**src/rtl/assert_macros.svh**
```systemverilog
`ifndef ASSERT_MACROS_SVH
`define ASSERT_MACROS_SVH

// Check that a condition holds in the same cycle as its trigger
`define BCL_ASSERT_SAME(label, clk, rst, ante, cons) \
   label: assert property (@(posedge clk) disable iff (rst) (ante) |-> (cons)) \
      else $error("same-cycle check failed");

// Check that a condition holds in the cycle after its trigger
`define BCL_ASSERT_NEXT(label, clk, rst, ante, cons) \
   label: assert property (@(posedge clk) disable iff (rst) (ante) |=> (cons)) \
      else $error("next-cycle check failed");

`endif

```
**src/rtl/bcl_pkg.sv**
```systemverilog
`default_nettype none

package bcl_pkg;

   // Sizing
   localparam int CODE_LENGTH    = 4;
   localparam int TIMER_BITS     = 26;
   localparam int CFG_BITS       = 26;
   localparam int DIGIT_BITS     = 4;
   localparam int NUM_CODE_REGS  = 4;
   localparam int CODE_BITS      = 14;
   localparam int CURSOR_BITS    = (CODE_LENGTH > 2) ? $clog2(CODE_LENGTH) : 1;
   localparam int CMP_BITS       = (TIMER_BITS > CFG_BITS) ? TIMER_BITS : CFG_BITS;
   localparam int REG_INDEX_BITS = 3;
   localparam int REQ_DATA_BITS  = 8;
   localparam int RSP_DATA_BITS  = 24;

   localparam logic [TIMER_BITS-1:0] TIMER_MAX = {TIMER_BITS{1'b1}};

   // Reset values of the configuration registers
   localparam logic [CFG_BITS-1:0] LOCKOUT_RESET = CFG_BITS'(500000);
   localparam logic [CFG_BITS-1:0] HOLD_RESET    = CFG_BITS'(4000000);
   localparam logic [NUM_CODE_REGS-1:0][DIGIT_BITS-1:0] CODE_RESET = {
      DIGIT_BITS'(8), DIGIT_BITS'(8), DIGIT_BITS'(4), DIGIT_BITS'(1)
   };

   typedef enum logic {
      CMD_TICK  = 1'b0,
      CMD_PRESS = 1'b1
   } command_type;

   typedef enum logic [1:0] {
      BTN_DOWN  = 2'd0,
      BTN_UP    = 2'd1,
      BTN_NEXT  = 2'd2,
      BTN_CHECK = 2'd3
   } button_type;

   typedef enum logic [1:0] {
      VERDICT_NONE    = 2'd0,
      VERDICT_GRANTED = 2'd1,
      VERDICT_DENIED  = 2'd2
   } verdict_type;

   typedef enum logic [REG_INDEX_BITS-1:0] {
      REG_CODE_0  = 3'd0,
      REG_CODE_1  = 3'd1,
      REG_CODE_2  = 3'd2,
      REG_CODE_3  = 3'd3,
      REG_LOCKOUT = 3'd4,
      REG_HOLD    = 3'd5
   } reg_index_type;

   typedef struct packed {
      logic [NUM_CODE_REGS-1:0][DIGIT_BITS-1:0] code_digit;
      logic [CFG_BITS-1:0]                      lockout_ticks;
      logic [CFG_BITS-1:0]                      denied_hold_ticks;
   } cfg_type;

   typedef struct packed {
      command_type command;
      button_type  button;
   } item_type;

   typedef struct packed {
      logic [CODE_BITS-1:0] entered_code;
      logic [1:0]           cursor_position;
      logic                 press_accepted;
      verdict_type          verdict;
      logic                 granted_lamp;
      logic                 denied_lamp;
   } result_type;

endpackage

`default_nettype wire

```
**src/rtl/button_code_lock.sv**
```systemverilog
// An accepted word goes through the input register, then the result register, to rsp.
// Throughput: one word per cycle; the input register and the result register each
// advance whenever the next one is empty or being drained.
// Reset (synchronous, active high) clears the entered digits, cursor, counters and
// lamps, and loads the configuration registers with their default values.
`default_nettype none
`include "assert_macros.svh"

module button_code_lock (
   input  logic                                clock,
   input  logic                                reset,
   input  logic                                req_tvalid,
   output logic                                req_tready,
   input  logic [bcl_pkg::REQ_DATA_BITS-1:0]   req_tdata,  // [1:0] button, [7:2] zero
   input  logic                                req_tuser,  // [0] command
   output logic                                rsp_tvalid,
   input  logic                                rsp_tready,
   // [13:0] entered_code, [15:14] cursor_position, [16] press_accepted,
   // [18:17] verdict, [19] granted_lamp, [20] denied_lamp, [23:21] zero
   output logic [bcl_pkg::RSP_DATA_BITS-1:0]   rsp_tdata,
   input  logic                                csr_we,
   input  logic [bcl_pkg::REG_INDEX_BITS-1:0]  csr_index,
   input  logic [bcl_pkg::CFG_BITS-1:0]        csr_wdata
);
   import bcl_pkg::*;

   cfg_type    cfg_ff, cfg_in;
   logic       in_valid_ff, in_valid_in;
   item_type   in_item_ff;
   logic       rsp_valid_ff, rsp_valid_in;
   result_type rsp_ff;
   result_type result;
   logic       req_take;
   logic       advance;

   // Configuration writes
   always_comb begin
      cfg_in = cfg_ff;
      if (csr_we) begin
         unique case (reg_index_type'(csr_index))
            REG_CODE_0:  cfg_in.code_digit[0]     = csr_wdata[DIGIT_BITS-1:0];
            REG_CODE_1:  cfg_in.code_digit[1]     = csr_wdata[DIGIT_BITS-1:0];
            REG_CODE_2:  cfg_in.code_digit[2]     = csr_wdata[DIGIT_BITS-1:0];
            REG_CODE_3:  cfg_in.code_digit[3]     = csr_wdata[DIGIT_BITS-1:0];
            REG_LOCKOUT: cfg_in.lockout_ticks     = csr_wdata;
            REG_HOLD:    cfg_in.denied_hold_ticks = csr_wdata;
            default: ;
         endcase
      end
   end

   always_ff @(posedge clock) begin
      if (reset) begin
         cfg_ff.code_digit        <= CODE_RESET;
         cfg_ff.lockout_ticks     <= LOCKOUT_RESET;
         cfg_ff.denied_hold_ticks <= HOLD_RESET;
      end else begin
         cfg_ff <= cfg_in;
      end
   end

   // Pipeline flow: process the held word when the result register can take it
   assign advance     = in_valid_ff && (!rsp_valid_ff || rsp_tready);
   assign req_tready  = !in_valid_ff || advance;
   assign req_take    = req_tvalid && req_tready;
   assign in_valid_in = req_take || (in_valid_ff && !advance);
   assign rsp_valid_in = advance || (rsp_valid_ff && !rsp_tready);

   always_ff @(posedge clock) begin
      if (reset) begin
         in_valid_ff  <= 1'b0;
         rsp_valid_ff <= 1'b0;
      end else begin
         in_valid_ff  <= in_valid_in;
         rsp_valid_ff <= rsp_valid_in;
      end
   end

   // Capture the incoming word
   always_ff @(posedge clock) begin
      if (req_take) begin
         in_item_ff.command <= command_type'(req_tuser);
         in_item_ff.button  <= button_type'(req_tdata[1:0]);
      end
   end

   bcl_core u_core (
      .clock  (clock),
      .reset  (reset),
      .step   (advance),
      .item   (in_item_ff),
      .cfg    (cfg_ff),
      .result (result)
   );

   // Hold the result word until taken
   always_ff @(posedge clock) begin
      if (advance) begin
         rsp_ff <= result;
      end
   end

   assign rsp_tvalid = rsp_valid_ff;
   assign rsp_tdata  = {3'b000, rsp_ff.denied_lamp, rsp_ff.granted_lamp, rsp_ff.verdict,
                        rsp_ff.press_accepted, rsp_ff.cursor_position,
                        rsp_ff.entered_code};

   `BCL_ASSERT_NEXT(a_stalled_word_held, clock, reset,
                    in_valid_ff && rsp_valid_ff && !rsp_tready,
                    in_valid_ff && $stable(in_item_ff))

endmodule

`default_nettype wire

```
**src/rtl/bcl_core.sv**
```systemverilog
`default_nettype none
`include "assert_macros.svh"

module bcl_core (
   input  logic                clock,
   input  logic                reset,
   input  logic                step,
   input  bcl_pkg::item_type   item,
   input  bcl_pkg::cfg_type    cfg,
   output bcl_pkg::result_type result
);
   import bcl_pkg::*;

   logic [CODE_LENGTH-1:0][DIGIT_BITS-1:0] digits_ff, digits_in;
   logic [DIGIT_BITS-1:0]                  running_ff, running_in;
   logic [CURSOR_BITS-1:0]                 cursor_ff, cursor_in;
   logic [TIMER_BITS-1:0]                  since_press_ff, since_press_in;
   logic [TIMER_BITS-1:0]                  since_lamp_ff, since_lamp_in;
   logic                                   granted_ff, granted_in;
   logic                                   denied_ff, denied_in;

   logic [CODE_LENGTH-1:0][DIGIT_BITS-1:0] secret;
   logic [CODE_LENGTH-1:0]                 digit_equal;
   logic                                   code_match;
   logic                                   accepted;
   logic                                   is_tick;
   logic [TIMER_BITS-1:0]                  press_bumped;
   logic [TIMER_BITS-1:0]                  lamp_bumped;
   logic [CODE_BITS-1:0]                   shown;
   verdict_type                            verdict;

   // Positions past the configured digits compare against zero
   for (genvar i = 0; i < CODE_LENGTH; i++) begin : g_secret
      if (i < NUM_CODE_REGS) begin : g_reg
         assign secret[i] = cfg.code_digit[i];
      end else begin : g_zero
         assign secret[i] = '0;
      end
      assign digit_equal[i] = (digits_ff[i] == secret[i]);
   end

   assign code_match = &digit_equal;
   assign is_tick    = (item.command == CMD_TICK);
   assign accepted   = !is_tick
                       && (CMP_BITS'(since_press_ff) > CMP_BITS'(cfg.lockout_ticks));

   // Saturating tick counters
   assign press_bumped = (since_press_ff == TIMER_MAX) ? TIMER_MAX
                                                       : since_press_ff + 1'b1;
   assign lamp_bumped  = (since_lamp_ff == TIMER_MAX) ? TIMER_MAX
                                                      : since_lamp_ff + 1'b1;

   // Next state for one item
   always_comb begin
      digits_in      = digits_ff;
      running_in     = running_ff;
      cursor_in      = cursor_ff;
      since_press_in = since_press_ff;
      since_lamp_in  = since_lamp_ff;
      granted_in     = granted_ff;
      denied_in      = denied_ff;
      verdict        = VERDICT_NONE;
      if (step) begin
         if (is_tick) begin
            since_press_in = press_bumped;
            since_lamp_in  = lamp_bumped;
            if (denied_ff && (CMP_BITS'(lamp_bumped) > CMP_BITS'(cfg.denied_hold_ticks))) begin
               denied_in = 1'b0;
            end
         end else if (accepted) begin
            since_press_in = '0;
            unique case (item.button)
               BTN_DOWN: begin
                  running_in = (running_ff != '0) ? running_ff - 1'b1 : running_ff;
                  digits_in[cursor_ff] = running_in;
               end
               BTN_UP: begin
                  running_in = (running_ff >= DIGIT_BITS'(9)) ? '0 : running_ff + 1'b1;
                  digits_in[cursor_ff] = running_in;
               end
               BTN_NEXT: begin
                  cursor_in = (cursor_ff == CURSOR_BITS'(CODE_LENGTH - 1)) ? '0
                                                                           : cursor_ff + 1'b1;
               end
               BTN_CHECK: begin
                  if (code_match) begin
                     verdict    = VERDICT_GRANTED;
                     granted_in = 1'b1;
                  end else begin
                     verdict       = VERDICT_DENIED;
                     denied_in     = 1'b1;
                     since_lamp_in = '0;
                  end
               end
               default: ;
            endcase
         end
      end
   end

   // Fold the updated digits into a decimal number, first digit most significant
   always_comb begin
      shown = '0;
      for (int i = 0; i < CODE_LENGTH; i++) begin
         shown = CODE_BITS'(shown * CODE_BITS'(10) + CODE_BITS'(digits_in[i]));
      end
   end

   always_comb begin
      result.entered_code    = shown;
      result.cursor_position = 2'(cursor_in);
      result.press_accepted  = accepted;
      result.verdict         = verdict;
      result.granted_lamp    = granted_in;
      result.denied_lamp     = denied_in;
   end

   // Lock state
   always_ff @(posedge clock) begin
      if (reset) begin
         digits_ff      <= '0;
         running_ff     <= '0;
         cursor_ff      <= '0;
         since_press_ff <= '0;
         since_lamp_ff  <= '0;
         granted_ff     <= 1'b0;
         denied_ff      <= 1'b0;
      end else begin
         digits_ff      <= digits_in;
         running_ff     <= running_in;
         cursor_ff      <= cursor_in;
         since_press_ff <= since_press_in;
         since_lamp_ff  <= since_lamp_in;
         granted_ff     <= granted_in;
         denied_ff      <= denied_in;
      end
   end

   `BCL_ASSERT_NEXT(a_granted_sticks, clock, reset, granted_ff, granted_ff)
   `BCL_ASSERT_NEXT(a_denied_restarts, clock, reset,
                    step && (verdict == VERDICT_DENIED),
                    denied_ff && (since_lamp_ff == '0))
   `BCL_ASSERT_NEXT(a_rejected_press_inert, clock, reset,
                    step && !is_tick && !accepted,
                    $stable(digits_ff) && $stable(cursor_ff) && $stable(running_ff))

endmodule

`default_nettype wire

```
**config.mk**
```make
export PLATFORM = sky130hd
export DESIGN_NAME = button_code_lock
export DESIGN_NICKNAME = d
export VERILOG_FILES = /design/src/rtl/bcl_pkg.sv /design/src/rtl/button_code_lock.sv /design/src/rtl/bcl_core.sv
export VERILOG_INCLUDE_DIRS = /design/src /design/src/rtl
export SDC_FILE = /design/constraint.sdc
export NUM_CORES = 1
export LEC_CHECK = 0
export BUFFER_PORTS_ARGS = -buffer_cell sky130_fd_sc_hd__buf_2
export CORE_MARGIN = 1
export CORE_UTILIZATION = 63
export DETAILED_ROUTE_END_ITERATION = 8
export GPL_TIMING_DRIVEN = 1
export PLACE_DENSITY = 0.83
export SLEW_MARGIN = 20
export SYNTH_ARGS = -nofsm -noshare
export SYNTH_HDL_FRONTEND = slang
export SYNTH_SLANG_ARGS = --single-unit
```
**constraint.sdc**
```tcl
create_clock -name clock -period 14 [get_ports clock]
set_clock_uncertainty 0.2 [all_clocks]
set_input_delay 3.5 -clock clock [delete_from_list [all_inputs] [get_ports clock]]
set_output_delay 3.5 -clock clock [all_outputs]
set_load 0.01 [all_outputs]
```
Word level (Yosys, flattened, before mapping)
Cells that the tools add are included.
Operators by class
  add/sub/neg operators: 8
  $mul: 3
  $lt $le $gt $ge: 5
  equality and inequality tests: 18
  mux-type cells: 36
  reduce and logical (&&, ||, !) cells: 30
Operators by type and width (number)
  two-way mux 26 bit: 8
  adder 26 x 1 -> 26 bit, second input constant: 2
  == test 26 bit, second input constant: 2
  > comparator 26 bit: 2
  two-way mux 16 bit: 3
  adder 14 x 4 -> 14 bit: 3
  bitwise mux 16 bit: 2
  one-hot mux 16 bit (2 select lines): 1
  multiplier 14 x 3 -> 13 bit, second input constant: 2
  == test 4 bit: 4
  AND reduction 2 bit: 7
  two-way mux 2 bit: 6
  two-way mux 4 bit: 3
  AND reduction 4 bit: 3
  two-way mux 1 bit: 11
  demux 4 bit (select 2 bit): 1
  one-hot mux 4 bit (2 select lines): 1
  logical AND 1 bit: 7
  multiplier 4 x 3 -> 7 bit, second input constant: 1
  == test 2 bit, second input constant: 3
  == test 3 x 2 -> 1 bit, second input constant: 2
  == test 3 bit, second input constant: 2
  adder 4 x 1 -> 4 bit, second input constant: 1
  >= comparator 4 bit, second input constant: 1
  other kinds (15): 22
Word-level totals
  flip-flop bits (word level): 170
  input bits: 43
  output and inout port bits: 26
  word-level logic and storage cells: 126

Longest topological paths before layout
  depth after elaboration: 15
  mapped depth: 35

By module
A second synthesis with hierarchy kept.
Second synthesis, totals
  cell total of the unflattened synthesis: 1309
  area, all modules: 11185.7 sq um
Modules (own cells, without submodules)
  bcl_core: times used 1, cells each 1001, area each 7561.0 sq um, sequential area each 1521.5 sq um
  button_code_lock: times used 1, cells each 308, area each 3624.7 sq um, sequential area each 2122.0 sq um

Worst setup path before layout
No wires, ideal clock.
  path kind: input -> register
  start: input port rsp_tready
  end: register rsp_ff, in the netlist rsp_tdata[13] (data pin)
  data arrival time: 9.539 ns
  required time: 13.542 ns
  path slack: 4.003 ns
  cell stages on the path: 31
  path buffers: 1
  cells stage by stage: nor2b_1 > nand2b_1 > clkbuf_1 > nor3_1 > nand3_1 > mux2i_1 > inv_1 > ha_1 > ha_1 > fa_1 > nand2_1 > nor2_1 > xnor2_1 > xnor2_1 > ha_1 > ha_1 > a211oi_1 > nor3b_1 > o21a_1 > or3_1 > nand2_1 > xor2_1 > ha_1 > ha_1 > or3_1 > o31ai_1 > xnor2_1 > nand3_1 > xor2_1 > xnor2_1 > xnor2_1
RTL lines
  from (decl): RTL line button_code_lock.sv:17  | input logic rsp_tready,
  to (signal assigned): RTL line button_code_lock.sv:99  | rsp_ff <= result;
  to (decl): RTL line button_code_lock.sv:31  | result_type rsp_ff;

==> key figures <==
Synthesis
  • Seq/Total Area, Yosys: 0.336
  • Count of cell types in the netlist: a little under 60
  • Async set-reset flop share out of synthesis: 0
  • Post-Synthesis Cells: ~1300
  • Post-Syn Area per Cell: 8.11 um2
  • #FFs+latches synth: between 150 and 200
  • EDFF count, synth: 24
  • Area of the mapped netlist: between 0.01 and 0.015 mm2
  • Top FF cell, synth: dfxtp_1
  • Yosys Warn Count: 0

GRT
  • GR Util All Layers: 0.288
  • Met1 Use GR: 0.371
  • Met3 Resource Use GR: 0.0476
  • First-pass GRT wire length: between 40000 and 50000 um
  • GR met2 Demand/Resource: 0.494
  • Largest net degree at the start of global routing: 91
  • Top Usage Layer GRT: met2
  • Vias in the first global route: just under 9000
  • Grt ovf: 0
  • Antenna violations before repair: 0

STA
  • Worst setup margin: between 3 and 4 ns
  • Total Neg Setup Slack: 0 ns
  • Min Tclk post-route: 10.53 ns
  • Worst slew pin tran: around 1.1 ns
  • Setup Viol. Count Final: 0
  • Final period util: 0.752
  • Slew Limit Fails: 0
  • RSZ-0062 raised after global routing: false
  • Max-slew headroom: 0.234
  • Count of final hold-check violations: 0
  • Maximum clock frequency: roughly 95 MHz

Detailed routing
  • Total Wirelength: about 25000 um
  • Final ANT Viol Nets: 0
  • Pre-Repair DR Iteration Count: 5
  • WL/cell: 15.6 um
  • DR vias/cell: slightly below 6
  • Vias post-DR: approximately 9400
  • Initial DRC count: around 620
  • Drt drc: 0

Worst setup path
  • CP Class: in -> reg
  • CP Capture Type: flop
  • WP data required: ~14 ns
  • Worst setup SP type: input port
  • Crit path top cell by count: ha_1
  • CP peak stage delay: roughly 0.54 ns
  • Crit path max fanout: 6
  • Worst path slowest cell: fa_1
  • Critical path arrival: 10.51 ns

Placed design
  • Setup WS pre-CTS: between 3 and 4 ns
  • DP Wirelength: between 15000 and 20000 um
  • GP Congestion: 0.880
  • # port buffers: 59

Clock network
  • H-tree Lvls: 4
  • Root buffer cell: clkbuf_16
  • CTS resizes: 0
  • Clk sinks: 170
  • CTS Buffer Depth: 2
  • Clock latency on the worst-skew pair: 0.43 ns
  • CTS Hold Bufs: 0
  • CTS tree: built
  • CTS buffer count: 17
  • Post-CTS Setup Repair Bufs: 0
  • Clock slew at reported path FFs: roughly 0.060 ns

Die
  • Initial Utilization: 0.648
  • Core footprint: between 0.015 and 0.02 mm2
  • Chip height: between 100 and 150 um
  • Ports: 69
  • FP Rows: 47
  • Die area: between 0.015 and 0.02 mm2
  • Die Width: around 130 um

Pwr
  • Leakage: 0.00531 uW
  • Total power draw: around 1100 uW
  • Power Density: 89.0 mW/mm2
  • Worst IR drop on VDD: around 0.097 mV

Run
  • Count of max-cap constraint violations: 0

Final layout
  • Share of layout cells above drive strength 1: 0.0939
  • Nets: 1517
  • Antenna diodes: 0
  • P&R area growth vs syn: 9.35%

Status
  • Outcome: completed

Min path
  • Hold WC Path Type: reg -> reg
==> area by class of cell <==
class	instances	area, um2
Clock buffer	23	498
Fill cell	1312	4860
Tap cell	220	275
Clock inverter	9	111
Timing Repair Buffer	66	350
Sequential cell	170	3640
Multi-Input combinational cell	1021	6640
Inverter	85	319
==> through the flow <==
| step | util | cells | instance area, um2 | hold WS, ns |
|---|---|---|---|---|
| final | 0.709 | 1594 | 11800 | 0.253 |
| after global routing | 0.709 | 1594 | 11800 | 0.277 |
| after CTS | 0.709 | 1594 | 11800 | 0.255 |
| after detailed placement | 0.673 | 1562 | 11200 | 0.247 |
| after global placement | 0.673 | 1562 | 11200 | 0.243 |
| after floorplan | - | 1337 | 10800 | 0.236 |
==> cells by family after synthesis <==
| kind of cell | count (synthesis) | synth area share |
|---|---|---|
| AO/OA/AOI/OAI | 305 | 0.162 |
| XOR/XNOR | 76 | 0.0615 |
| adder cells (fa/ha/maj) | 114 | 0.136 |
| buffers and inverters | 146 | 0.0516 |
| flip-flops | 170 | 0.336 |
| multiplexers | 37 | 0.0395 |
| other | 1 | 0.000346 |
| AND/OR/NAND/NOR | 486 | 0.213 |
==> path summary, 6_finish.rpt <==
kind                                               from                 endpoint  slack, ns  cells past startpoint
worst max-delay path                         rsp_tready  rsp_tdata[13]$_DFFE_PP_       3.47                     29
worst min-delay path            cfg_ff[33]$_SDFFE_PP0P_  cfg_ff[33]$_SDFFE_PP0P_       0.25                      2
worst max register to register  cfg_ff[51]$_SDFFE_PP0P_  rsp_tdata[13]$_DFFE_PP_       5.60                     33
worst min register to register  cfg_ff[33]$_SDFFE_PP0P_  cfg_ff[33]$_SDFFE_PP0P_       0.25                      2
==> synthesized netlist by cell type (28+ instances only) <==
| master | number | share of area |
|---|---|---|
| dfxtp_1 | 146 | 0.27 |
| xor2_1 | 38 | 0.031 |
| xnor2_1 | 38 | 0.031 |
| clkbuf_1 | 56 | 0.019 |
| a21oi_1 | 127 | 0.059 |
| nor3_1 | 28 | 0.013 |
| nor2b_1 | 42 | 0.024 |
| ha_1 | 107 | 0.12 |
| o21ai_0 | 99 | 0.046 |
| inv_1 | 85 | 0.029 |
| nand2_1 | 162 | 0.056 |
| nor2_1 | 125 | 0.043 |
| nand3_1 | 37 | 0.017 |
==> critical path: cells and delay by family <==
kind	cells	cell delay, ns
adder cells (fa/ha/maj)	7	2.26
multiplexers	2	0.78
AO/OA/AOI/OAI	2	0.38
AND/OR/NAND/NOR	11	2.45
XOR/XNOR	5	0.88
buffers and inverters	2	0.26
==> sequential cells by signal, summed over array words and instances, names as in the netlist <==
name,cells
u_core.cursor_ff,2
rsp_tvalid,1
rsp_tdata,21
u_core.digits_ff,16
cfg_ff,68
u_core.granted_ff,1
u_core.since_lamp_ff,26
in_valid_ff,1
u_core.since_press_ff,26
in_item_ff,3
u_core.running_ff,4
u_core.denied_ff,1
==> metal layers <==
layer / up-vias / share of wire
li1: 4649 / -
met2: 250 / 0.50
met4: 0 / 0.019
met1: 4412 / 0.44
met3: 39 / 0.047
met5: - / 0
==> power breakdown <==
group	internal (uW)	switching (uW)	total [uW]
clock	287	199	486
combinational	19.9	40.5	60.5
sequential	503	5.22	508
total	810	244	1050
==> layout by cell type (no fill, tap or decap), types with 6 or more instances in the layout <==
cell type / count
a21o_1: 16
o21ai_0: 99
mux2i_1: 21
o211ai_1: 7
mux2_4: 10
nor2_1: 123
nand3_1: 37
nand2b_1: 11
mux2_2: 6
clkbuf_16: 17
fa_1: 6
and3_1: 18
a31oi_1: 8
a211o_1: 19
a21oi_1: 127
ha_1: 107
and2_1: 7
nand4_1: 16
edfxtp_1: 24
buf_4: 8
nor3_1: 27
xor2_1: 38
nor4_1: 10
dfxtp_1: 146
xnor2_1: 38
nand2_1: 162
inv_1: 85
buf_2: 58
nor2b_1: 42
(Power assumes the default switching activity.)
